### config.mk
export PLATFORM = sky130hd
export DESIGN_NAME = coab_csr
export DESIGN_NICKNAME = d
export VERILOG_FILES = /design/src/design/coab_pkg.sv /design/src/design/coab_csr.sv
export SDC_FILE = /design/constraint.sdc
export NUM_CORES = 1
export LEC_CHECK = 0
export BUFFER_PORTS_ARGS = -buffer_cell sky130_fd_sc_hd__buf_2
export CAP_MARGIN = 20
export CORE_AREA = 2 2 111 113
export DETAILED_ROUTE_END_ITERATION = 10
export DIE_AREA = 0 0 113 115
export HOLD_SLACK_MARGIN = 0.02
export PLACE_DENSITY = 0.85
export SLEW_MARGIN = 40
export SYNTH_ARGS = -nofsm -noshare
export SYNTH_HDL_FRONTEND = slang
export SYNTH_SLANG_ARGS = --single-unit
### constraint.sdc
create_clock -name clock -period 3.7 [get_ports clock]
set_clock_uncertainty 0.05 [all_clocks]
set_input_delay 0.37 -clock clock [delete_from_list [all_inputs] [get_ports clock]]
set_output_delay 0.37 -clock clock [all_outputs]
set_load 0.05 [all_outputs]
### src/design/coab_pkg.sv
// ----------------------------------------------------------------------------
// coab_pkg
// Types and constants shared by the cursor overlay alpha blend modules.
// ----------------------------------------------------------------------------
package coab_pkg;

   // request beat operation codes
   localparam logic FUNC_LOAD  = 1'b0;
   localparam logic FUNC_BLEND = 1'b1;

   // blend arithmetic constants
   localparam int unsigned ALPHA_SHIFT = 24;
   localparam logic [7:0]  FULL_ALPHA  = 8'd255;
   localparam logic [15:0] HALF_ROUND  = 16'(255 / 2);

   // configuration register indexes
   typedef enum logic [2:0] {
      CSR_POINTER_X    = 3'd0,
      CSR_POINTER_Y    = 3'd1,
      CSR_HOTSPOT_X    = 3'd2,
      CSR_HOTSPOT_Y    = 3'd3,
      CSR_CAPTURE_LEFT = 3'd4,
      CSR_CAPTURE_TOP  = 3'd5,
      CSR_CURSOR_COLS  = 3'd6,
      CSR_CURSOR_ROWS  = 3'd7
   } csr_index_type;

   // input beat
   typedef struct packed {
      logic        func;
      logic [11:0] cursor_addr;
      logic [12:0] col;
      logic [12:0] row;
      logic [31:0] pixel_in;
   } req_type;

   // result beat
   typedef struct packed {
      logic [31:0] pixel_out;
      logic        covered;
   } rsp_type;

   // cursor placement derived from the configuration registers
   typedef struct packed {
      logic [14:0] org_x;
      logic [14:0] org_y;
      logic [6:0]  cols;
      logic [6:0]  rows;
   } geom_type;

   // control and pixel carried along the pipeline
   typedef struct packed {
      logic        valid;
      logic        func;
      logic        hit;
      logic        in_store;
      logic [31:0] pixel;
   } stage_type;

endpackage

### src/design/coab_csr.sv
// ----------------------------------------------------------------------------
// coab_csr
// Configuration registers and the registered cursor origin and size.
// ----------------------------------------------------------------------------
module coab_csr #(
   parameter int MAX_CURSOR_DIM = 64
) (
   input  logic                clock,
   input  logic                reset,
   input  logic                csr_valid,
   output logic                csr_ready,
   input  logic [2:0]          csr_index,
   input  logic [15:0]         csr_wdata,
   output coab_pkg::geom_type  geom,
   output logic                cfg_busy
);

   logic [15:0]        ptr_x_ff, ptr_y_ff;
   logic [5:0]         hot_x_ff, hot_y_ff;
   logic [12:0]        cap_left_ff, cap_top_ff;
   logic [6:0]         cols_ff, rows_ff;
   coab_pkg::geom_type geom_ff, geom_in;
   logic               busy_ff;

   // origin on one axis: two 16-bit wrapping subtracts, clamp at zero
   function automatic logic [14:0] origin(input logic [15:0] ptr,
                                          input logic [5:0]  hot,
                                          input logic [12:0] off);
      logic [15:0] a;
      logic [15:0] b;
      a = ptr - {10'd0, hot};
      b = a - {3'd0, off};
      return b[15] ? 15'd0 : b[14:0];
   endfunction

   // size limited to the store's row length
   function automatic logic [6:0] sat_dim(input logic [6:0] d);
      return (32'(d) > MAX_CURSOR_DIM) ? 7'(MAX_CURSOR_DIM) : d;
   endfunction

   assign csr_ready = 1'b1;

   // register writes
   always_ff @(posedge clock) begin
      if (reset) begin
         ptr_x_ff    <= '0;
         ptr_y_ff    <= '0;
         hot_x_ff    <= '0;
         hot_y_ff    <= '0;
         cap_left_ff <= '0;
         cap_top_ff  <= '0;
         cols_ff     <= '0;
         rows_ff     <= '0;
      end else if (csr_valid) begin
         case (coab_pkg::csr_index_type'(csr_index))
            coab_pkg::CSR_POINTER_X:    ptr_x_ff    <= csr_wdata;
            coab_pkg::CSR_POINTER_Y:    ptr_y_ff    <= csr_wdata;
            coab_pkg::CSR_HOTSPOT_X:    hot_x_ff    <= csr_wdata[5:0];
            coab_pkg::CSR_HOTSPOT_Y:    hot_y_ff    <= csr_wdata[5:0];
            coab_pkg::CSR_CAPTURE_LEFT: cap_left_ff <= csr_wdata[12:0];
            coab_pkg::CSR_CAPTURE_TOP:  cap_top_ff  <= csr_wdata[12:0];
            coab_pkg::CSR_CURSOR_COLS:  cols_ff     <= csr_wdata[6:0];
            coab_pkg::CSR_CURSOR_ROWS:  rows_ff     <= csr_wdata[6:0];
            default: ;
         endcase
      end
   end

   // derived placement
   always_comb begin
      geom_in.org_x = origin(ptr_x_ff, hot_x_ff, cap_left_ff);
      geom_in.org_y = origin(ptr_y_ff, hot_y_ff, cap_top_ff);
      geom_in.cols  = sat_dim(cols_ff);
      geom_in.rows  = sat_dim(rows_ff);
   end

   // placement follows the registers in the next cycle; busy covers that cycle
   always_ff @(posedge clock) begin
      if (reset) begin
         geom_ff <= '0;
         busy_ff <= 1'b0;
      end else begin
         geom_ff <= geom_in;
         busy_ff <= csr_valid;
      end
   end

   assign geom     = geom_ff;
   assign cfg_busy = busy_ff;

endmodule

# == Yosys cells after proc, flatten, opt, wreduce, memory -nomap -nowiden ==
# Index checks and enable logic that the tools add are counted.
# totals
register_bits,129
out_inout_bits,46
elab_cells,43
# classes
n_addsub,4
n_lt_le_gt_ge,2
n_eq_ne,7
n_mux,2
n_reduce_logical,13
# ops
op,count
$sub 16x13->16,2
$sub 16x6->16,2
$reduce_and 2->1,8
$gt 7x7->1 const B,2
$mux 7,2
$eq 3x3->1 const B,4
$reduce_or 2->1,4
$eq 3x2->1 const B,2
$eq 3x1->1 const B,1
$logic_not 3->1,1

# == Logic depth before layout (Yosys ltp) ==
# Gate-level depths: netlist (run 1).
# logic_depth
depth_word,3
mapped_depth,11
depth_no_buf,10

# == Worst setup path before layout (run 1) ==
# No wires, ideal clock.
# synth_timing
kind,reg2reg
startpoint,reg hot_x_ff[4]
endpoint,"reg geom_ff, in the netlist geom[41]"
arrival_ns,2.910
t_required_ns,3.523
path_slack_ns,0.614
path_stages_with_launch,11
path_buffers,1
synth_period_minus_slack_ns,3.086
cell_sequence,dfxtp_1 > inv_1 > fa_1 > ha_1 > a21o_1 > and2_4 > o41a_1 > a2111oi_4 > mux2i_1 > buf_6 > nor3_4
# synth_via
elab_chain_cells,3
# synth_lines
element,line,text
from (decl),coab_csr.sv:19,"logic [5:0] hot_x_ff, hot_y_ff;"
from (signal assigned),coab_csr.sv:58,coab_pkg::CSR_HOTSPOT_X: hot_x_ff <= csr_wdata[5:0];
$sub 16x6->16 *,coab_csr.sv:31,"a = ptr - {10'd0, hot};"
$sub 16x13->16 *,coab_csr.sv:32,"b = a - {3'd0, off};"
$reduce_or 2->1 (no source line),n/a,
to (signal assigned),coab_csr.sv:83,geom_ff <= geom_in;
to (decl),coab_csr.sv:22,"coab_pkg::geom_type geom_ff, geom_in;"
# Every way passes the cells marked *; elsewhere a longest branch is shown, timed or not.
# A chain may end at the register's enable or synchronous reset.

# == Worst setup path in the final report (run 1) ==
# layout_timing
startpoint,reg hot_x_ff[4]
endpoint,"reg geom_ff, in the netlist geom[33]"
# Same word-level chain as after synthesis.

==> results.py, run 1 <==
metrics = {
    "route": {
        "dr.pass1.iters": 8,
        "dr.max_layer_used": "met4",
        "met1Wirelength_um": 5751,
        "routed_wl_um": 13140,
        "wl_met3_um": 879,
        "route.met2.wl_um": 6363,
        "wl_per_cell_um": 13.45,
        "drc": 6,
        "ant_nets": 0,
        "drt_first_iter_violations": 341,
        "post_drt_via_cell_ratio": 5.267,
        "route.vias.total": 5146,
    },
    "sta": {
        "setup_viol": 0,
        "min_period_over_period_pct": 86.20,
        "rsz0062_at_grt": "false",
        "fin_setup_tns_ns": 0,
        "min_period_ns": 3.190,
        "fin_ws_ns": 0.5105,
        "slew_headroom_pct": 52.11,
        "final_max_slew_viol_count": 0,
        "hold_viol_final": 0,
        "fmax_mhz": 313.5,
        "tightest_slew_ns": 0.7176,
    },
    "clock_tree": {
        "cts_resized": 0,
        "cts_tree": "done",
        "cts-buffers-inserted": 17,
        "clockBufferDepth": 2,
        "post_cts_buffers": 0,
        "clk_latency_ns": 0.42,
        "htree_levels": 4,
        "path_clk_slew_ns": 0.06,
        "hold_buffers": 0,
        "clock-root-buffer": "clkbuf_16",
        "cts_sinks": 129,
    },
    "status": {
        "violations": "DRC",
        "status": "complete, but fails checks",
    },
    "min_path": {
        "hold_class": "in -> reg",
        "min-delay-start": "csr_wdata[14]",
        "holdPathStages": 3,
    },
    "power": {
        "ir_drop_mv": 0.2931,
        "power_leakage_nw": 3.217,
        "power_density_mw_per_mm2": 532.7,
    },
    "synthesis": {
        "synthArstFlopShare_pct": 0,
        "ys_ff_latch": 129,
        "synthXorXnorAreaFrac_pct": 2.220,
        "synth-seq-area-share_pct": 40.92,
        "ys.flop_type": "dfxtp_1",
        "syn_inst": 754,
        "synth_edf_count": 0,
        "syn_avg_cell_area_um2": 8.370,
        "synth_top_family_by_area": "simple AND/OR/NAND/NOR gates",
        "synthesis.area_mm2": 0.006311,
        "syn_nets": 834,
        "yosys-mux-area-fraction_pct": 3.172,
        "yosysUniqueCellTypes": 53,
        "synth_simple_gate_area_share_pct": 19.73,
        "yosys_warnings": 0,
        "synth_compound_area_share_pct": 14.18,
        "synthAdderAreaFrac_pct": 12.93,
    },
    "final_layout": {
        "area_delta_synth_final_pct": 16.30,
        "final_common_cell": "nand2_1",
        "nets": 895,
        "fill_cells": 1005,
        "layout_common_cells": "nand2_1, dfxtp_1, a21oi_1",
        "layout-drive-gt1-share_pct": 13.89,
        "design_area_mm2": 0.007340,
    },
    "critical_path": {
        "rr_worst_depth": 10,
        "worstSetupStartpoint": "hot_x_ff[4]$_SDFFE_PP0P_",
        "crit_arrival_ns": 3.46,
        "path_class": "reg -> reg",
        "cp_slowest_cell": "fa_1",
        "slowest_delay_ns": 0.46,
        "worstSetupEndpointType": "flop",
        "crit_path_max_fanout": 15,
        "cp_cell_sequence": "inv_1 -> fa_1 -> ha_1 -> a21o_1 -> and2_4 -> o41a_1 -> a2111oi_4 -> mux2i_1 -> buf_4 -> and3b_1",
        "cp_data_required_time_ns": 3.97,
        "worstReg2RegStart": "hot_x_ff[4]$_SDFFE_PP0P_",
        "start_kind": "flop",
    },
    "global_route": {
        "grt_max_degree": 52,
        "grtUsageTotal_pct": 21.21,
        "grt_overflow": 0,
        "grt_pass1_wl_um": 22140,
        "grt_pass1_vias": 4936,
        "antenna_found_initial": 1,
    },
    "placed_design": {
        "gp_congestion": 0.8462,
        "place_area_mm2": 0.006748,
        "dpl.hpwl_um": 9145,
        "port_buffers": 66,
        "preCtsSetupSlack_ns": 0.5289,
    },
    "die": {
        "io_pins": 68,
        "die_h_um": 115,
        "initial_core_util_pct": 53.43,
        "core-area_mm2": 0.01181,
        "die_w_um": 113,
        "fp-row-count": 40,
        "die_area_mm2": 0.01300,
    },
    "run": {
        "maxCapViolCount": 0,
    },
}
[report_power, final]
part | total, W | leakage, nW | switching (W) | internal (W)
combinational | 0.000800 | 1.89 | 0.000530 | 0.000271
clock | 0.00162 | 0.286 | 0.000624 | 0.000997
sequential | 0.00149 | 1.05 | 0.0000228 | 0.00147
total | 0.00391 | 3.22 | 0.00118 | 0.00273
[synth_stat cells, drive strengths merged, types with 2 or more instances]
| cell | number | area share (%) |
|---|---|---|
| and3 | 5 | 0.50 |
| a21oi | 84 | 6.7 |
| nor2 | 53 | 3.2 |
| clkbuf | 27 | 1.6 |
| xnor2 | 8 | 1.1 |
| and2 | 15 | 1.5 |
| nand2b | 11 | 1.1 |
| a2111oi | 4 | 0.95 |
| nand2 | 140 | 8.3 |
| nand3 | 11 | 0.87 |
| a311oi | 2 | 0.38 |
| a31oi | 2 | 0.20 |
| o31ai | 4 | 0.48 |
| fa | 12 | 3.8 |
| mux2i | 20 | 3.2 |
| a211oi | 5 | 0.59 |
| o21a | 9 | 1.1 |
| o21ai | 13 | 1.0 |
| buf | 3 | 0.38 |
| a21o | 10 | 1.2 |
| nor3 | 11 | 1.1 |
| xor2 | 8 | 1.1 |
| inv | 81 | 4.8 |
| dfxtp | 129 | 41 |
| o211ai | 3 | 0.36 |
| nor4b | 2 | 0.28 |
| ha | 46 | 9.1 |
| nor2b | 13 | 1.3 |
| nor3b | 5 | 0.75 |
| or3 | 3 | 0.30 |
[flip-flops by register name, summed over array words and instances (netlist names), 6 cells and up]
name	flops
geom	44
ptr_x_ff	16
ptr_y_ff	16
cap_left_ff	13
cap_top_ff	13
cols_ff	7
rows_ff	7
hot_x_ff	6
hot_y_ff	6
[worst max-delay path, delay by kind of cell, from the launching register on]
kind                       cells  cell delay, ns
buffers and inverters          2            0.31
and+or+nand+nor                2            0.34
adders and majority gates      2            0.83
DFF                            1            0.33
muxes                          1            0.24
AOI/OAI and AO/OA              3            0.98
[final timing paths]
path / end / slack (ns)
max: geom[33]$_SDFF_PP0_ / 0.51
min: ptr_x_ff[14]$_SDFFE_PP0P_ / 0.15
max reg2reg: geom[33]$_SDFF_PP0_ / 0.51
min reg2reg: rows_ff[4]$_SDFFE_PP0P_ / 0.40
[stage by stage]
step / cells / hold WS [ns] / utilization, % / total power, W
2_1_floorplan: 754 / 0.3795 / - / 0.002155
3_5_place_dp: 943 / 0.3921 / 57.13 / 0.002312
5_1_grt: 975 / 0.1530 / 62.10 / 0.004072
6_report: 977 / 0.1502 / 62.14 / 0.003910
3_3_place_gp: 943 / 0.3890 / 57.11 / 0.002300
4_1_cts: 975 / 0.1377 / 62.08 / 0.003933
[cell families after synthesis]
kind of cell,count (synthesis)
compound gates,145
flops,129
xor+xnor,16
mux,20
buf+inv,111
other cells,1
fa+ha+maj,58
simple gates,274
[per-layer routing]
metal / up-vias / track usage, %
met5: - / 0
met4: 0 / 6.423
met3: 15 / 7.644
met2: 125 / 36.13
met1: 2415 / 25.28
li1: 2591 / -
[cell type report]
| type | count | area, um2 | area share [%] |
|---|---|---|---|
| multi-input cells | 514 | 3304 | 45.02 |
| flip-flops and latches | 129 | 2582 | 35.19 |
| clock buffers | 21 | 480.5 | 6.546 |
| repair buffers | 72 | 375.4 | 5.114 |
| inverters | 81 | 304.0 | 4.143 |
| well taps | 147 | 183.9 | 2.506 |
| clock inverters | 11 | 103.9 | 1.415 |
| diodes | 2 | 5.005 | 0.06819 |
Note: power is estimated with default switching activity, not from simulation.
==> run 2, diff against run 1 <==
- CTS_CLUSTER_SIZE: default -> 25
- clock period: 3.7 -> 3.1 ns (I/O delays scaled with it)
==> results.py, run 2 (synthesized netlist as in run 1, its figures left out) <==
metrics = {
    "status": {
        "status": "complete, but fails checks",
        "violations": "DRC",
    },
    "route": {
        "dr.pass1.iters": 8,
        "wl_met3_um": 775,
        "route.met2.wl_um": 6378,
        "ant_nets": 0,
        "post_drt_via_cell_ratio": 5.283,
        "drt_first_iter_violations": 307,
        "route.vias.total": 5193,
        "wl_per_cell_um": 13.49,
        "drc": 6,
        "dr.max_layer_used": "met4",
        "routed_wl_um": 13260,
        "met1Wirelength_um": 5869,
    },
    "sta": {
        "rsz0062_at_grt": "true",
        "hold_viol_final": 0,
        "min_period_over_period_pct": 98.16,
        "tightest_slew_ns": 0.6965,
        "fmax_mhz": 328.6,
        "setup_viol": 0,
        "slew_headroom_pct": 53.36,
        "final_max_slew_viol_count": 0,
        "min_period_ns": 3.043,
    },
    "final_layout": {
        "largest_register_ffs": 44,
        "nets": 902,
        "layout_common_cells": "nand2_1, dfxtp_1, a21oi_1",
        "design_area_mm2": 0.007422,
        "layout-drive-gt1-share_pct": 15.35,
        "regArea_mm2": 0.002587,
        "multiInputGateArea_mm2": 0.003343,
        "final_cells": 983,
        "area_delta_synth_final_pct": 17.61,
        "final_common_cell": "nand2_1",
        "fill_cells": 987,
    },
    "global_route": {
        "grt_overflow": 0,
        "grtUsageTotal_pct": 21.36,
        "antenna_found_initial": 1,
        "grt_pass1_vias": 4918,
        "grt_pass1_wl_um": 22170,
        "grt_max_degree": 46,
    },
    "clock_tree": {
        "cts-buffers-inserted": 17,
        "cts_tree": "done",
        "cts_sinks": 129,
        "clock-root-buffer": "clkbuf_16",
        "hold_buffers": 0,
        "clk_latency_ns": 0.42,
        "clockBufferDepth": 2,
        "path_clk_slew_ns": 0.06,
        "htree_levels": 4,
    },
    "critical_path": {
        "cp_num_buf_inv": 4,
        "crit_top_cell": "a2111oi_4",
        "crit_arrival_ns": 3.27,
        "cp_data_required_time_ns": 3.32,
        "worstSetupEndpointType": "flop",
        "cp_top_family": "compound AO/OA/AOI/OAI gates",
        "slowest_delay_ns": 0.53,
        "start_kind": "flop",
        "cp_slowest_cell": "fa_1",
        "cp_cell_sequence": "inv_2 -> fa_1 -> inv_1 -> ha_2 -> o211ai_1 -> a21oi_2 -> o41a_1 -> a2111oi_4 -> mux2i_1 -> buf_4 -> buf_12 -> a2111oi_4",
        "crit_path_max_fanout": 8,
        "path_class": "reg -> reg",
    },
    "die": {
        "die_area_mm2": 0.01300,
        "die_h_um": 115,
        "core-area_mm2": 0.01181,
        "fp-row-count": 40,
        "io_pins": 68,
        "die_w_um": 113,
        "initial_core_util_pct": 53.43,
    },
    "placed_design": {
        "dp_cells": 948,
        "dpl.hpwl_um": 9310,
        "gp_congestion": 0.8557,
        "port_buffers": 66,
        "place_area_mm2": 0.006798,
    },
    "power": {
        "ir_drop_mv": 0.4286,
        "power.internal_w": 0.003264,
        "power_leakage_nw": 3.242,
        "comb_power_share_pct": 21.6,
        "p_switching_w": 0.001387,
        "clockPowerShare_pct": 40.2,
        "swShare_pct": 29.82,
        "power_density_mw_per_mm2": 626.7,
        "seq_power_share_pct": 38.2,
    },
    "run": {
        "maxCapViolCount": 0,
    },
    "min_path": {
        "hold_class": "in -> reg",
    },
}
-- run 2: cell types whose count changed in the layout (fill, tap and decap cells not counted), moves of 2 or more --
cell and change:
a21oi_2 +2, buf_4 +6, inv_6 -2, ha_1 -2, dfxtp_2 +4, a21oi_1 -2
dfxtp_1 -4, clkinv_4 -2, clkbuf_1 +2, clkinvlp_4 +2
-- run 2: layout make-up --
cell class	count	share of cell area, %
sequential	129	34.86
clock buffer	22	6.389
antenna	2	0.06743
timing repair buffer	79	5.934
inverter	81	4.096
clock inverter	9	1.129
multi-input combinational	514	45.04
tap	147	2.478
-- run 2: timing repair --
| action | 4_1_cts | 5_1_grt |
|---|---|---|
| resized for setup | 0 | 12 |
| endpoints found under the setup margin | 0 | 9 |
| setup buffers | 0 | 2 |
| endpoints found under the hold margin | 0 | 0 |
-- run 2: power groups by stage --
stage | combinational, W | sequential [W] | clock (W)
3_3_place_gp | 0.000958 | 0.00181 | 0
4_1_cts | 0.000983 | 0.00178 | 0.00190
6_report | 0.00100 | 0.00178 | 0.00187
3_5_place_dp | 0.000975 | 0.00181 | 0
2_1_floorplan | 0.000519 | 0.00205 | 0
5_1_grt | 0.00109 | 0.00178 | 0.00197
-- run 2: layer usage --
layer / global-route usage (%) / vias up
met2: 35.69 / 124
met4: 7.561 / 0
met5: 0 / -
met3: 7.116 / 20
met1: 25.96 / 2435
li1: - / 2614
-- run 2: through the flow --
| stage | total power [W] | setup WS [ns] | setup TNS, ns | hold slack, ns | utilization (%) |
|---|---|---|---|---|---|
| after floorplan | 0.002572 | 0.01352 | 0 | 0.3795 | - |
| after global placement | 0.002770 | 0.1535 | 0 | 0.3891 | 57.53 |
| after detailed placement | 0.002787 | 0.07736 | 0 | 0.3907 | 57.55 |
| after CTS | 0.004655 | 0.05413 | 0 | 0.08086 | 62.28 |
| after global routing | 0.004850 | -0.07180 | -0.3189 | 0.1040 | 62.80 |
| final | 0.004652 | 0.05692 | 0 | 0.09772 | 62.84 |
-- run 2: worst paths after layout --
path	start	to	slack [ns]	cells past startpoint
worst max register to register	cap_left_ff[0]$_SDFFE_PP0P_	geom[43]$_SDFF_PP0_	0.06	12
worst min register to register	cap_left_ff[2]$_SDFFE_PP0P_	cap_left_ff[2]$_SDFFE_PP0P_	0.40	2
worst min-delay path	csr_wdata[15]	ptr_x_ff[15]$_SDFFE_PP0P_	0.1	3
worst max-delay path	cap_left_ff[0]$_SDFFE_PP0P_	geom[43]$_SDFF_PP0_	0.06	12
-- run 2: worst register-to-register path: cells and delay by family, from the launching register on --
family | cells | cell delay (ns)
AO/OA/AOI/OAI | 5 | 1.23
adder cells (fa/ha/maj) | 2 | 0.68
buffers and inverters | 4 | 0.40
flip-flops | 1 | 0.33
multiplexers | 1 | 0.22
