$ cat src/design/coab_pkg.sv
// ----------------------------------------------------------------------------
// coab_pkg
// Types and constants shared by the cursor overlay alpha blend modules.
// ----------------------------------------------------------------------------
package coab_pkg;

   // request beat operation codes
   localparam logic FUNC_LOAD  = 1'b0;
   localparam logic FUNC_BLEND = 1'b1;

   // blend arithmetic constants
   localparam int unsigned ALPHA_SHIFT = 24;
   localparam logic [7:0]  FULL_ALPHA  = 8'd255;
   localparam logic [15:0] HALF_ROUND  = 16'(255 / 2);

   // configuration register indexes
   typedef enum logic [2:0] {
      CSR_POINTER_X    = 3'd0,
      CSR_POINTER_Y    = 3'd1,
      CSR_HOTSPOT_X    = 3'd2,
      CSR_HOTSPOT_Y    = 3'd3,
      CSR_CAPTURE_LEFT = 3'd4,
      CSR_CAPTURE_TOP  = 3'd5,
      CSR_CURSOR_COLS  = 3'd6,
      CSR_CURSOR_ROWS  = 3'd7
   } csr_index_type;

   // input beat
   typedef struct packed {
      logic        func;
      logic [11:0] cursor_addr;
      logic [12:0] col;
      logic [12:0] row;
      logic [31:0] pixel_in;
   } req_type;

   // result beat
   typedef struct packed {
      logic [31:0] pixel_out;
      logic        covered;
   } rsp_type;

   // cursor placement derived from the configuration registers
   typedef struct packed {
      logic [14:0] org_x;
      logic [14:0] org_y;
      logic [6:0]  cols;
      logic [6:0]  rows;
   } geom_type;

   // control and pixel carried along the pipeline
   typedef struct packed {
      logic        valid;
      logic        func;
      logic        hit;
      logic        in_store;
      logic [31:0] pixel;
   } stage_type;

endpackage

$ cat src/design/coab_blend.sv
// ----------------------------------------------------------------------------
// coab_blend
// Premultiplied alpha blend and the result register.
// ----------------------------------------------------------------------------
module coab_blend (
   input  logic                clock,
   input  logic                reset,
   input  coab_pkg::stage_type rd_stage,
   input  logic [31:0]         rd_word,
   input  logic                rsp_stall,
   output logic                rsp_valid,
   output coab_pkg::rsp_type   rsp_data,
   output logic                advance
);

   logic              out_valid_ff;
   coab_pkg::rsp_type out_data_ff, out_data_in;
   logic [7:0]        alpha, inv_alpha;
   logic [31:0]       mixed;

   // pipeline moves unless a finished result is held
   assign advance = !out_valid_ff || !rsp_stall;

   // per channel: cursor + round(frame * (255 - a) / 255), divide by 255
   // done as (x + 1 + (x >> 8)) >> 8, exact over this range
   always_comb begin
      logic [15:0] prod;
      logic [16:0] quo;
      alpha     = rd_word[coab_pkg::ALPHA_SHIFT +: 8];
      inv_alpha = coab_pkg::FULL_ALPHA - alpha;
      mixed     = {rd_stage.pixel[31:24], 24'd0};
      for (int i = 0; i < 3; i++) begin
         prod = 16'(rd_stage.pixel[8*i +: 8]) * 16'(inv_alpha) + coab_pkg::HALF_ROUND;
         quo  = (17'(prod) + 17'd1 + 17'(prod[15:8])) >> 8;
         mixed[8*i +: 8] = rd_word[8*i +: 8] + quo[7:0];
      end
      if (alpha == coab_pkg::FULL_ALPHA) begin
         mixed = rd_word;
      end
      out_data_in.covered   = rd_stage.hit;
      out_data_in.pixel_out = rd_stage.hit ? mixed : rd_stage.pixel;
   end

   // result valid
   always_ff @(posedge clock) begin
      if (reset) begin
         out_valid_ff <= 1'b0;
      end else if (advance) begin
         out_valid_ff <= rd_stage.valid && (rd_stage.func == coab_pkg::FUNC_BLEND);
      end
   end

   // result payload
   always_ff @(posedge clock) begin
      if (advance) begin
         out_data_ff <= out_data_in;
      end
   end

   assign rsp_valid = out_valid_ff;
   assign rsp_data  = out_data_ff;

endmodule

$ cat config.mk
export PLATFORM = sky130hd
export DESIGN_NAME = coab_blend
export DESIGN_NICKNAME = d
export VERILOG_FILES = /design/src/design/coab_pkg.sv /design/src/design/coab_blend.sv
export SDC_FILE = /design/constraint.sdc
export NUM_CORES = 1
export LEC_CHECK = 0
export BUFFER_PORTS_ARGS = -buffer_cell sky130_fd_sc_hd__buf_2
export CORE_ASPECT_RATIO = 1.4
export CORE_MARGIN = 2
export CORE_UTILIZATION = 57
export CTS_BUF_LIST = sky130_fd_sc_hd__clkbuf_8
export DETAILED_ROUTE_END_ITERATION = 8
export HOLD_SLACK_MARGIN = 0.1
export PLACE_DENSITY_LB_ADDON = 0.1
export SKIP_LAST_GASP = 1
export SLEW_MARGIN = 20
export SYNTH_ARGS = -nofsm -noshare
export SYNTH_HDL_FRONTEND = slang
export SYNTH_SLANG_ARGS = --single-unit
$ cat constraint.sdc
create_clock -name clock -period 9.25 [get_ports clock]
set_input_delay 1.3875 -clock clock [delete_from_list [all_inputs] [get_ports clock]]
set_output_delay 1.3875 -clock clock [all_outputs]
set_load 0.01 [all_outputs]
# [After elaboration in Yosys (flattened, before gate mapping)]
# Cells that the tools add are included.
# W data, S select, Z words.
[classes] add_sub_neg=13 multipliers=3 eq_ne=1 n_mux=2 reduce_logical=4
[op_table] operator="$mux W32" count=2
[op_table] operator="$add A16 B1 Y16 const B" count=3
[op_table] operator="$add A16 B7 Y16 const B" count=3
[op_table] operator="$add A16 B8 Y16" count=3
[op_table] operator="$mul A8 B8 Y16" count=3
[op_table] operator="$add A8 B8 Y8" count=3
[op_table] operator="$eq A8 B8 Y1 const B" count=1
[op_table] operator="$sub A8 B8 Y8 const A" count=1
[op_table] operator="$logic_not A1 Y1" count=2
[op_table] operator="$logic_and A1 B1 Y1" count=1
[op_table] operator="$logic_or A1 B1 Y1" count=1
[word_totals] ff_bits=34 inputBits=71 out_inout_bits=35 elab_cells=26

# [Logic depth before layout (Yosys ltp)]
# Gate-level depths: netlist of run 1.
[logic_depth] depth_word=8 ltp_mapped=37 mapped_depth_nobuf=35

# [Least setup slack after synthesis of run 1]
# OpenSTA, ideal clock, no wires.
[synth_timing] path_kind="in2reg" startpoint="input rd_word[24]" endpoint="register out_data_ff, in the netlist rsp_data[16] (data pin)" setup_ps=263 arrival_ps=8609 required_time_ps=8987 path_slack_ps=378 stages=35 n_path_buf=1 cell_sequence="clkbuf_1 nand2b_1 fa_1 inv_1 fa_1 fa_1 inv_1 fa_1 inv_1 ha_1 a21o_1 a311o_1 a31oi_1 xor2_1 inv_1 ha_1 o21a_1 nor2_1 a31oi_1 a32oi_1 o22a_1 o41ai_4 nand3b_1 xnor2_1 ha_1 a21o_1 a21oi_1 o21bai_1 a21oi_1 o21ai_0 xor2_1 nand3_1 a21oi_1 a41oi_1 nand3_1"
[synth_rtl] item="start: declaration" line_no="coab_blend.sv:9" source="input logic [31:0] rd_word,"
[synth_rtl] item="end signal: assignment" line_no="coab_blend.sv:56" source="out_data_ff <= out_data_in;"
[synth_rtl] item="end: declaration" line_no="coab_blend.sv:17" source="coab_pkg::rsp_type out_data_ff, out_data_in;"

==> flow_summary_export.csv, run 1 <==
group,metric,value,unit
clocking,worstSkewPairLatency,280,ps
clocking,htreeDepth,2,
routing,detail_route.first_pass.iterations,4,
logic_synthesis,synth.net_count,1567,
logic_synthesis,yosysWarnings,0,
grt,grt_pass1_wl,41800,µm
grt,grt-ovfl-total,0,
worst_setup_path,crit_top_cell,"fa_1",
timing,clock_skew,3.68,ps
clocking,cts_tree,"done",
grt,grt_pass1_vias,9097,
grt,antenna_found_initial,1,
routing,first_iter_violations,372,
timing,worst_pin_slew,954,ps
finish,fin_util,66.1,%
timing,rsz0062_at_grt,"true",
worst_setup_path,arrival,8840,ps
floorplanning,core,0.0185,mm²
routing,drt-vias-per-instance,5.52,
floorplanning,core.rowCount,59,
clocking,clk_pin_slew,60,ps
floorplanning,die_area,0.0200,mm²
routing,drc,0,
clocking,cts_sinks,34,
logic_synthesis,syn_inst,1229,
worst_setup_path,critical-path-max-stage-delay,540,ps
worst_setup_path,cp-end-kind,"flop",
worst_setup_path,worstSetupPathType,"in2reg",
hold_path,hold_class,"reg2reg",
logic_synthesis,async_flop_share,0,%
logic_synthesis,syn_area_per_cell,8.76,µm²
timing,finalHoldViolCount,0,
timing,fin_crit,8850,ps
logic_synthesis,dominantRegCellSynth,"edfxtp_1",
floorplanning,die_w,120,µm
clocking,cts-buffers-inserted,5,
timing,period_share,95.7,%
logic_synthesis,syn-cell-area,0.0108,mm²
worst_setup_path,startpoint_type,"input port",
status,outcome,"completed",
logic_synthesis,synthDistinctLibCells,78,
floorplanning,ios,106,
placed_design,numPortBuffers,104,
floorplanning,start_util,58.1,%
grt,track_usage,25.3,%
timing,whs,836,ps
floorplanning,chipHeight,167,µm
placed_design,post-dp-hpwl,21100,µm
grt,grt_start_max_net_pins,57,
timing,max_freq,0.113,GHz
timing,maxSlewHeadroom,36.4,%
logic_synthesis,ys_seq_elements,34,
flow_run,cap_violations,0,
clocking,root_buffer,"clkbuf_8",
timing,setup_violations,0,
routing,wl,24400,µm
routing,num_vias,8969,
placed_design,gp_congestion,0.880,
worst_setup_path,cpMaxStageDelayCell,"fa_1",
timing,final_max_slew_viol_count,0,
logic_synthesis,synth_edf_count,33,
finish,finalNetCount,1718,
routing,wl_per_cell,15.0,µm
worst_setup_path,worstPathRequired,9240,ps
logic_synthesis,synth-seq-area-share,9.39,%
finish,drive_above_1_share,16.4,%
clocking,clockBufferDepth,2,
routing,ant_nets,0,
worst_setup_path,critPathMaxFanout,9,
finish,syn_to_final_growth,13.7,%
## cells by family (layout without fill, tap and decap cells)
group	Yosys count	count (layout)	share of synthesized area, %
AND/OR/NAND/NOR	390	390	20.4
adder cells (fa/ha/maj)	267	267	40.0
AO/OA/AOI/OAI	225	225	14.3
buffers and inverters	216	368	7.59
XOR/XNOR	83	83	6.92
flip-flops	34	34	9.39
multiplexers	14	14	1.36
other	0	1	0
## per-layer routing
layer	vias up	global-route usage (%)	part of all wire, %
met3	46	2.98	4.0
met2	180	46.1	51
met4	0	7.26	2.9
li1	4395	-	-
met1	4348	31.0	42
met5	-	0	0
## what timing repair did
action,in CTS,in global routing
gates resized for setup,0,21
setup buffers,0,0
setup endpoints to repair,0,6
hold buffers,0,0
## cell usage after synthesis (all sizes together), types with 3 or more instances
cell | number | area (µm²)
a211oi | 12 | 100
a2111oi | 3 | 26.3
or3 | 5 | 31.3
o21ai | 30 | 150
o21bai | 10 | 75.1
a221oi | 3 | 32.5
buf | 6 | 28.8
o2111a | 4 | 45.0
mux2i | 9 | 90.1
and3 | 9 | 56.3
nand2 | 37 | 139
clkbuf | 28 | 105
inv | 182 | 683
o21a | 9 | 68.8
a31oi | 8 | 50.1
a21oi | 81 | 409
o2111ai | 3 | 26.3
mux2 | 5 | 56.3
fa | 129 | 2580
a311oi | 4 | 35.0
edfxtp | 33 | 991
nand3 | 17 | 85.1
nand4 | 5 | 31.3
nand3b | 3 | 22.5
a21boi | 4 | 30.0
o211ai | 6 | 50.1
xor2 | 34 | 317
nor3b | 4 | 30.0
and4 | 4 | 35.0
nand2b | 82 | 513
a41oi | 3 | 26.3
nor2 | 63 | 236
xnor2 | 49 | 429
or2 | 5 | 31.3
ha | 138 | 1730
nor4 | 7 | 56.3
nor2b | 125 | 782
a21o | 22 | 165
and2 | 8 | 50.1
nor3 | 10 | 50.1
## metrics by stage
| step | cell area [µm²] | TNS, ps | std cells | setup slack [ps] |
|---|---|---|---|---|
| detailed placement | 12000 | 0 | 1617 | 51.9 |
| global route | 12200 | -39.8 | 1625 | -39.8 |
| finish | 12200 | 0 | 1626 | 397 |
| global placement | 12000 | 0 | 1617 | 115 |
| CTS | 12100 | 0 | 1625 | 330 |
| floorplan | 10800 | 0 | 1229 | 378 |
## cell type report
class | instances | area (µm²)
flip-flops and latches | 34 | 1010
well taps | 244 | 305
repair buffers | 178 | 1080
fillers | 1609 | 6280
clock buffers | 5 | 68.8
clock inverters | 3 | 41.3
multi-input cells | 979 | 9060
inverters | 182 | 683
diodes | 1 | 2.50
## state kept, by name, summed over array words and instances (netlist names)
name and count:
rsp_valid 1, rsp_data 33
## worst paths after layout
kind	to	start	slack, ps	cells after the start
worst max-delay path	rsp_data[15]	rd_word[24]	400	36
worst min-delay path	rsp_valid	rsp_valid	840	3
worst min register to register	rsp_valid	rsp_valid	840	3
worst max register to register	rsp_data[10]	rsp_valid	8150	2
## critical path, delay by kind of cell
| family | cells | cell delay [ps] |
|---|---|---|
| simple gates | 5 | 500 |
| buf+inv | 5 | 450 |
| compound gates | 15 | 2770 |
| xor+xnor | 3 | 500 |
| fa+ha+maj | 8 | 3220 |
## cell usage in the layout, fill, tap and decap left out, types with 10 or more instances in the layout
master	n
inv_1	183
ha_1	138
fa_1	129
nor2b_1	124
buf_2	104
nand2b_1	82
a21oi_1	79
buf_4	74
nor2_1	62
xnor2_1	46
nand2_1	37
edfxtp_1	33
xor2_1	31
o21ai_0	27
a21o_1	22
nand3_1	17
o21bai_1	10
Power of run 1 is left out: the tool's default activity adds up to more than one toggle a clock period on the data nets, which glitch-free logic cannot reach.
==> run 2: changes to the inputs <==
--- a/config.mk
+++ b/config.mk
@@ -8,7 +8,7 @@
 export BUFFER_PORTS_ARGS = -buffer_cell sky130_fd_sc_hd__buf_2
 export CORE_ASPECT_RATIO = 1.4
 export CORE_MARGIN = 2
-export CORE_UTILIZATION = 57
+export CORE_UTILIZATION = 65
 export CTS_BUF_LIST = sky130_fd_sc_hd__clkbuf_8
 export DETAILED_ROUTE_END_ITERATION = 8
 export HOLD_SLACK_MARGIN = 0.1
==> constraint.sdc (replaced) <==
create_clock -name clock -period 10.2 [get_ports clock]
set_input_delay 1.53 -clock clock [delete_from_list [all_inputs] [get_ports clock]]
set_output_delay 1.53 -clock clock [all_outputs]
set_load 0.01 [all_outputs]
==> run 2 against run 1 <==
Effect of this change:
- count of clock-buffer cells in the layout unchanged
- worst setup slack better by 160 ps
- sequential share of layout area up 0.46 points
- first-iteration DRC count up 16%
- hold slack worse by 16 ps
- clock skew about the same
- wire length down 3.3%
- via count down 1.9%
- utilization up 5.7 points
- global-route usage up 2.0 points
- design area down 5.2%
- critical path depth down 1
==> flow_summary_export.csv, run 2 (synthesis gave the netlist of run 1 again) <==
group,metric,value,unit
routing,num_vias,8798,
grt,grt-ovfl-total,0,
timing,setup_violations,0,
routing,wl_per_cell,15.6,µm
timing,max_freq,0.104,GHz
routing,drc,0,
floorplanning,ios,106,
worst_setup_path,cp-end-kind,"flop",
timing,maxSlewHeadroom,32.7,%
hold_path,hold_class,"reg2reg",
placed_design,gp_congestion,0.902,
placed_design,placedCellCount,1509,
finish,finalNetCount,1655,
worst_setup_path,startpoint_type,"input port",
clocking,cts_tree,"done",
worst_setup_path,crit_top_cell,"fa_1",
finish,fin_area,0.0116,mm²
finish,largest_reg_flops,33,
clocking,clk_pin_slew,70,ps
worst_setup_path,worstSetupPathType,"in2reg",
worst_setup_path,reg2regPathDepth,2,
timing,finalHoldViolCount,0,
hold_path,min_to,"rsp_valid",
flow_run,cap_violations,0,
floorplanning,die_area,0.0176,mm²
clocking,cts-buffers-inserted,5,
worst_setup_path,arrival,9630,ps
timing,final_max_slew_viol_count,0,
routing,ant_nets,0,
grt,antenna_found_initial,1,
floorplanning,chipHeight,156,µm
grt,grt_pass1_wl,40000,µm
timing,fin_crit,9640,ps
hold_path,hold_depth,3,
finish,syn_to_final_growth,7.78,%
clocking,clockBufferDepth,2,
timing,tns,0,ps
finish,stdcell_count,1518,
placed_design,post-dp-hpwl,20000,µm
clocking,worstSkewPairLatency,280,ps
floorplanning,core,0.0162,mm²
placed_design,place_area,0.0115,mm²
worst_setup_path,worstPathRequired,10190,ps
status,outcome,"completed",
placed_design,numPortBuffers,104,
routing,first_iter_violations,431,
timing,period_share,94.5,%
timing,rsz0062_at_grt,"false",
grt,grt_pass1_vias,8850,
timing,clock_skew,3.36,ps
floorplanning,core.rowCount,55,
grt,track_usage,27.3,%
finish,drive_above_1_share,11.5,%
worst_setup_path,critPathMaxFanout,16,
worst_setup_path,rrSetupSlack,9120,ps
floorplanning,die_w,113,µm
timing,worst_pin_slew,1010,ps
finish,layout_common_cells,"182 x inv_1, 138 x ha_1, 129 x fa_1",
grt,grt_start_max_net_pins,57,
clocking,htreeDepth,2,
worst_setup_path,rr_startpoint,"rsp_valid",
finish,layout_commonest_cell,"inv_1",
worst_setup_path,cp-startpoint,"rd_word[26]",
finish,fillers,1295,
routing,drt-vias-per-instance,5.80,
clocking,root_buffer,"clkbuf_8",
worst_setup_path,r2r-end,"rsp_data[14]",
floorplanning,start_util,66.6,%
routing,wl,23600,µm
worst_setup_path,critical-path-max-stage-delay,540,ps
routing,detail_route.first_pass.iterations,5,
clocking,cts_sinks,34,
worst_setup_path,cpMaxStageDelayCell,"fa_1",
hold_path,min_from,"rsp_valid",
-- run 2: changes by cell type in the layout (fill, tap and decap cells not counted), sizes merged --
cell / delta
bufinv: -1
clkinv: +2
buf: -63
inv: -1
-- run 2: stage by stage --
step,setup WS [ps],hold slack (ps),util (%)
after global routing,77.8,899,71.8
after detailed placement,254,823,71.2
after floorplan,1190,1300,-
final,557,820,71.8
after CTS,515,840,71.7
after global placement,415,815,71.2
-- run 2: worst max-delay path by stage --
stage / end / slack, ps / cells after the start
after floorplan: rsp_data[16] / 1190 / 35
after global placement: rsp_data[15] / 420 / 35
after detailed placement: rsp_data[15] / 250 / 35
after CTS: rsp_data[15] / 520 / 35
after global routing: rsp_data[16] / 80 / 34
final: rsp_data[15] / 560 / 35
-- run 2: area by class of cell --
cell class	instances	area (µm²)	share of cell area [%]
antenna	1	2.50	0.0216
clock buffer	5	68.8	0.593
clock inverter	3	21.3	0.183
inverter	182	683	5.89
multi-input combinational	979	8960	77.2
sequential	34	1010	8.71
tap	199	249	2.15
timing repair buffer	115	616	5.30
-- run 2: worst max-delay path, delay by kind of cell --
kind	cells	cell delay, ps
adder cells (fa/ha/maj)	8	3220
AO/OA/AOI/OAI	14	3010
AND/OR/NAND/NOR	5	700
XOR/XNOR	3	640
buffers and inverters	5	490
-- run 2: what timing repair did --
item,in CTS,in global routing
hold buffers,0,0
gates resized for setup,0,1
endpoints found under the setup margin,0,2
setup buffers,0,0
-- run 2: routing by layer --
| layer | global-route usage [%] | part of all wire, % |
|---|---|---|
| met5 | 0 | 0 |
| met4 | 9.64 | 3.8 |
| met3 | 2.25 | 4.1 |
| met2 | 50.0 | 50 |
| met1 | 33.6 | 42 |
Power of run 2 is left out for the same reason.
==> run 3: changes to the inputs <==
--- a/config.mk
+++ b/config.mk
@@ -5,12 +5,12 @@
 export SDC_FILE = /design/constraint.sdc
 export NUM_CORES = 1
 export LEC_CHECK = 0
-export BUFFER_PORTS_ARGS = -buffer_cell sky130_fd_sc_hd__buf_2
 export CORE_ASPECT_RATIO = 1.4
 export CORE_MARGIN = 2
 export CORE_UTILIZATION = 65
 export CTS_BUF_LIST = sky130_fd_sc_hd__clkbuf_8
 export DETAILED_ROUTE_END_ITERATION = 8
+export DONT_BUFFER_PORTS = 1
 export HOLD_SLACK_MARGIN = 0.1
 export PLACE_DENSITY_LB_ADDON = 0.1
 export SKIP_LAST_GASP = 1
==> run 3 against run 2 <==
Effect of this change:
- count of clock-buffer cells in the layout stayed put
- global-route usage fell by 0.22 points
- utilization decreased by 3.7 points
- flip-flop and latch count unchanged
- die area unchanged
- first-iteration DRC count down 11%
- largest cell class unchanged
- worst setup slack better by 240 ps
- critical path depth decreased by 1
- critical path type unchanged
==> flow_summary_export.csv, run 3 (synthesis gave the netlist of run 1 again) <==
group,metric,value,unit
timing,setup_violations,0,
clocking,clockBufferDepth,2,
clocking,root_buffer,"clkbuf_8",
floorplanning,core,0.0162,mm²
floorplanning,die_w,113,µm
worst_setup_path,cp-startpoint,"rd_word[24]",
clocking,clk_pin_slew,70,ps
flow_run,cap_violations,0,
worst_setup_path,rrSetupSlack,9060,ps
grt,grt_pass1_vias,8796,
worst_setup_path,cpMaxStageDelayCell,"fa_1",
worst_setup_path,rr_startpoint,"rsp_valid",
placed_design,post-dp-hpwl,19100,µm
timing,finalHoldViolCount,0,
worst_setup_path,critPathMaxFanout,25,
timing,tns,0,ps
finish,fin_util,68.1,%
worst_setup_path,startpoint_type,"input port",
placed_design,placedCellCount,1396,
floorplanning,core.rowCount,55,
grt,track_usage,27.1,%
timing,rsz0062_at_grt,"false",
routing,drc,0,
hold_path,min_from,"rsp_valid",
worst_setup_path,arrival,9430,ps
worst_setup_path,crit_top_cell,"fa_1",
floorplanning,chipHeight,156,µm
placed_design,gp_congestion,0.907,
finish,layout_commonest_cell,"inv_1",
clocking,cts_sinks,34,
grt,grt_start_max_net_pins,57,
clocking,htreeDepth,2,
timing,setup_ws,800,ps
timing,maxSlewHeadroom,31.6,%
finish,syn_to_final_growth,2.27,%
floorplanning,die_area,0.0176,mm²
routing,detail_route.first_pass.iterations,5,
status,outcome,"completed",
worst_setup_path,cp.depth,34,
placed_design,pre_cts_ws,560,ps
hold_path,hold_class,"reg2reg",
clocking,cts_setup_buffers,0,
routing,first_iter_violations,384,
worst_setup_path,worstPathRequired,10230,ps
clocking,worstSkewPairLatency,270,ps
placed_design,numPortBuffers,0,
finish,layout_common_cells,"184 x inv_1, 138 x ha_1, 129 x fa_1",
clocking,cts-buffers-inserted,5,
finish,multi_input_area,0.00895,mm²
timing,clock_skew,3.70,ps
grt,grt_pass1_wl,39600,µm
floorplanning,ios,106,
finish,final-seq-area,0.00101,mm²
finish,largest_reg_flops,33,
worst_setup_path,reg2regPathDepth,2,
timing,final_max_slew_viol_count,0,
routing,wl,23100,µm
finish,drive_above_1_share,2.90,%
routing,wl_per_cell,16.4,µm
timing,fin_crit,9400,ps
worst_setup_path,worstSetupPathType,"in2reg",
timing,max_freq,0.106,GHz
worst_setup_path,critical-path-max-stage-delay,540,ps
finish,antenna_cells,0,
worst_setup_path,cpLargestDelayFamily,"adder cells",
timing,period_share,92.2,%
routing,drt-vias-per-instance,5.98,
floorplanning,start_util,66.6,%
finish,fillers,1336,
routing,ant_nets,0,
clocking,cts_tree,"done",
worst_setup_path,cp-end-kind,"flop",
timing,worst_pin_slew,1020,ps
finish,finalNetCount,1542,
routing,num_vias,8400,
finish,stdcell_count,1404,
clocking,ctsResizeCount,0,
grt,grt-ovfl-total,0,
hold_path,hold_depth,3,
worst_setup_path,crit_buf_inv,4,
grt,antenna_found_initial,0,
clocking,cts_hold_buf,0,
## run 3: cell types whose count changed in the layout (fill, tap and decap cells not counted), sizes merged
cell      change
clkinvlp      -1
bufinv        +1
clkinv        -2
diode         -1
buf         -113
inv           +2
## run 3: metrics by stage
stage / cell area (µm²) / hold slack [ps]
finish: 11000 / 905
global route: 11000 / 975
CTS: 11000 / 909
detailed placement: 10900 / 892
global placement: 10900 / 879
floorplan: 10800 / 1300
## run 3: area by class of cell
cell class | count | area share (%)
inverters | 182 | 6.20
well taps | 199 | 2.26
multi-input cells | 979 | 81.3
clock buffers | 5 | 0.625
repair buffers | 2 | 0.136
flip-flops and latches | 34 | 9.18
clock inverters | 3 | 0.341
## run 3: final timing paths
| check | endpoint |
|---|---|
| max | rsp_data[15] |
| min | rsp_valid |
| max reg2reg | rsp_data[19] |
| min reg2reg | rsp_valid |
## run 3: tightest hold or removal path, delay by kind of cell, from the launching register on
| kind | cells | cell delay (ps) |
|---|---|---|
| AO/OA/AOI/OAI | 1 | 160 |
| AND/OR/NAND/NOR | 1 | 70 |
| buffers and inverters | 1 | 260 |
| flip-flops | 1 | 380 |
## run 3: layer usage
metal | part of all wire, % | routed length (µm) | GRT usage [%]
met5 | 0 | 0 | 0
met3 | 5.4 | 1250 | 2.90
met4 | 2.6 | 611 | 8.13
met1 | 41 | 9540 | 33.7
met2 | 51 | 11700 | 49.4
Power of run 3 is left out for the same reason.
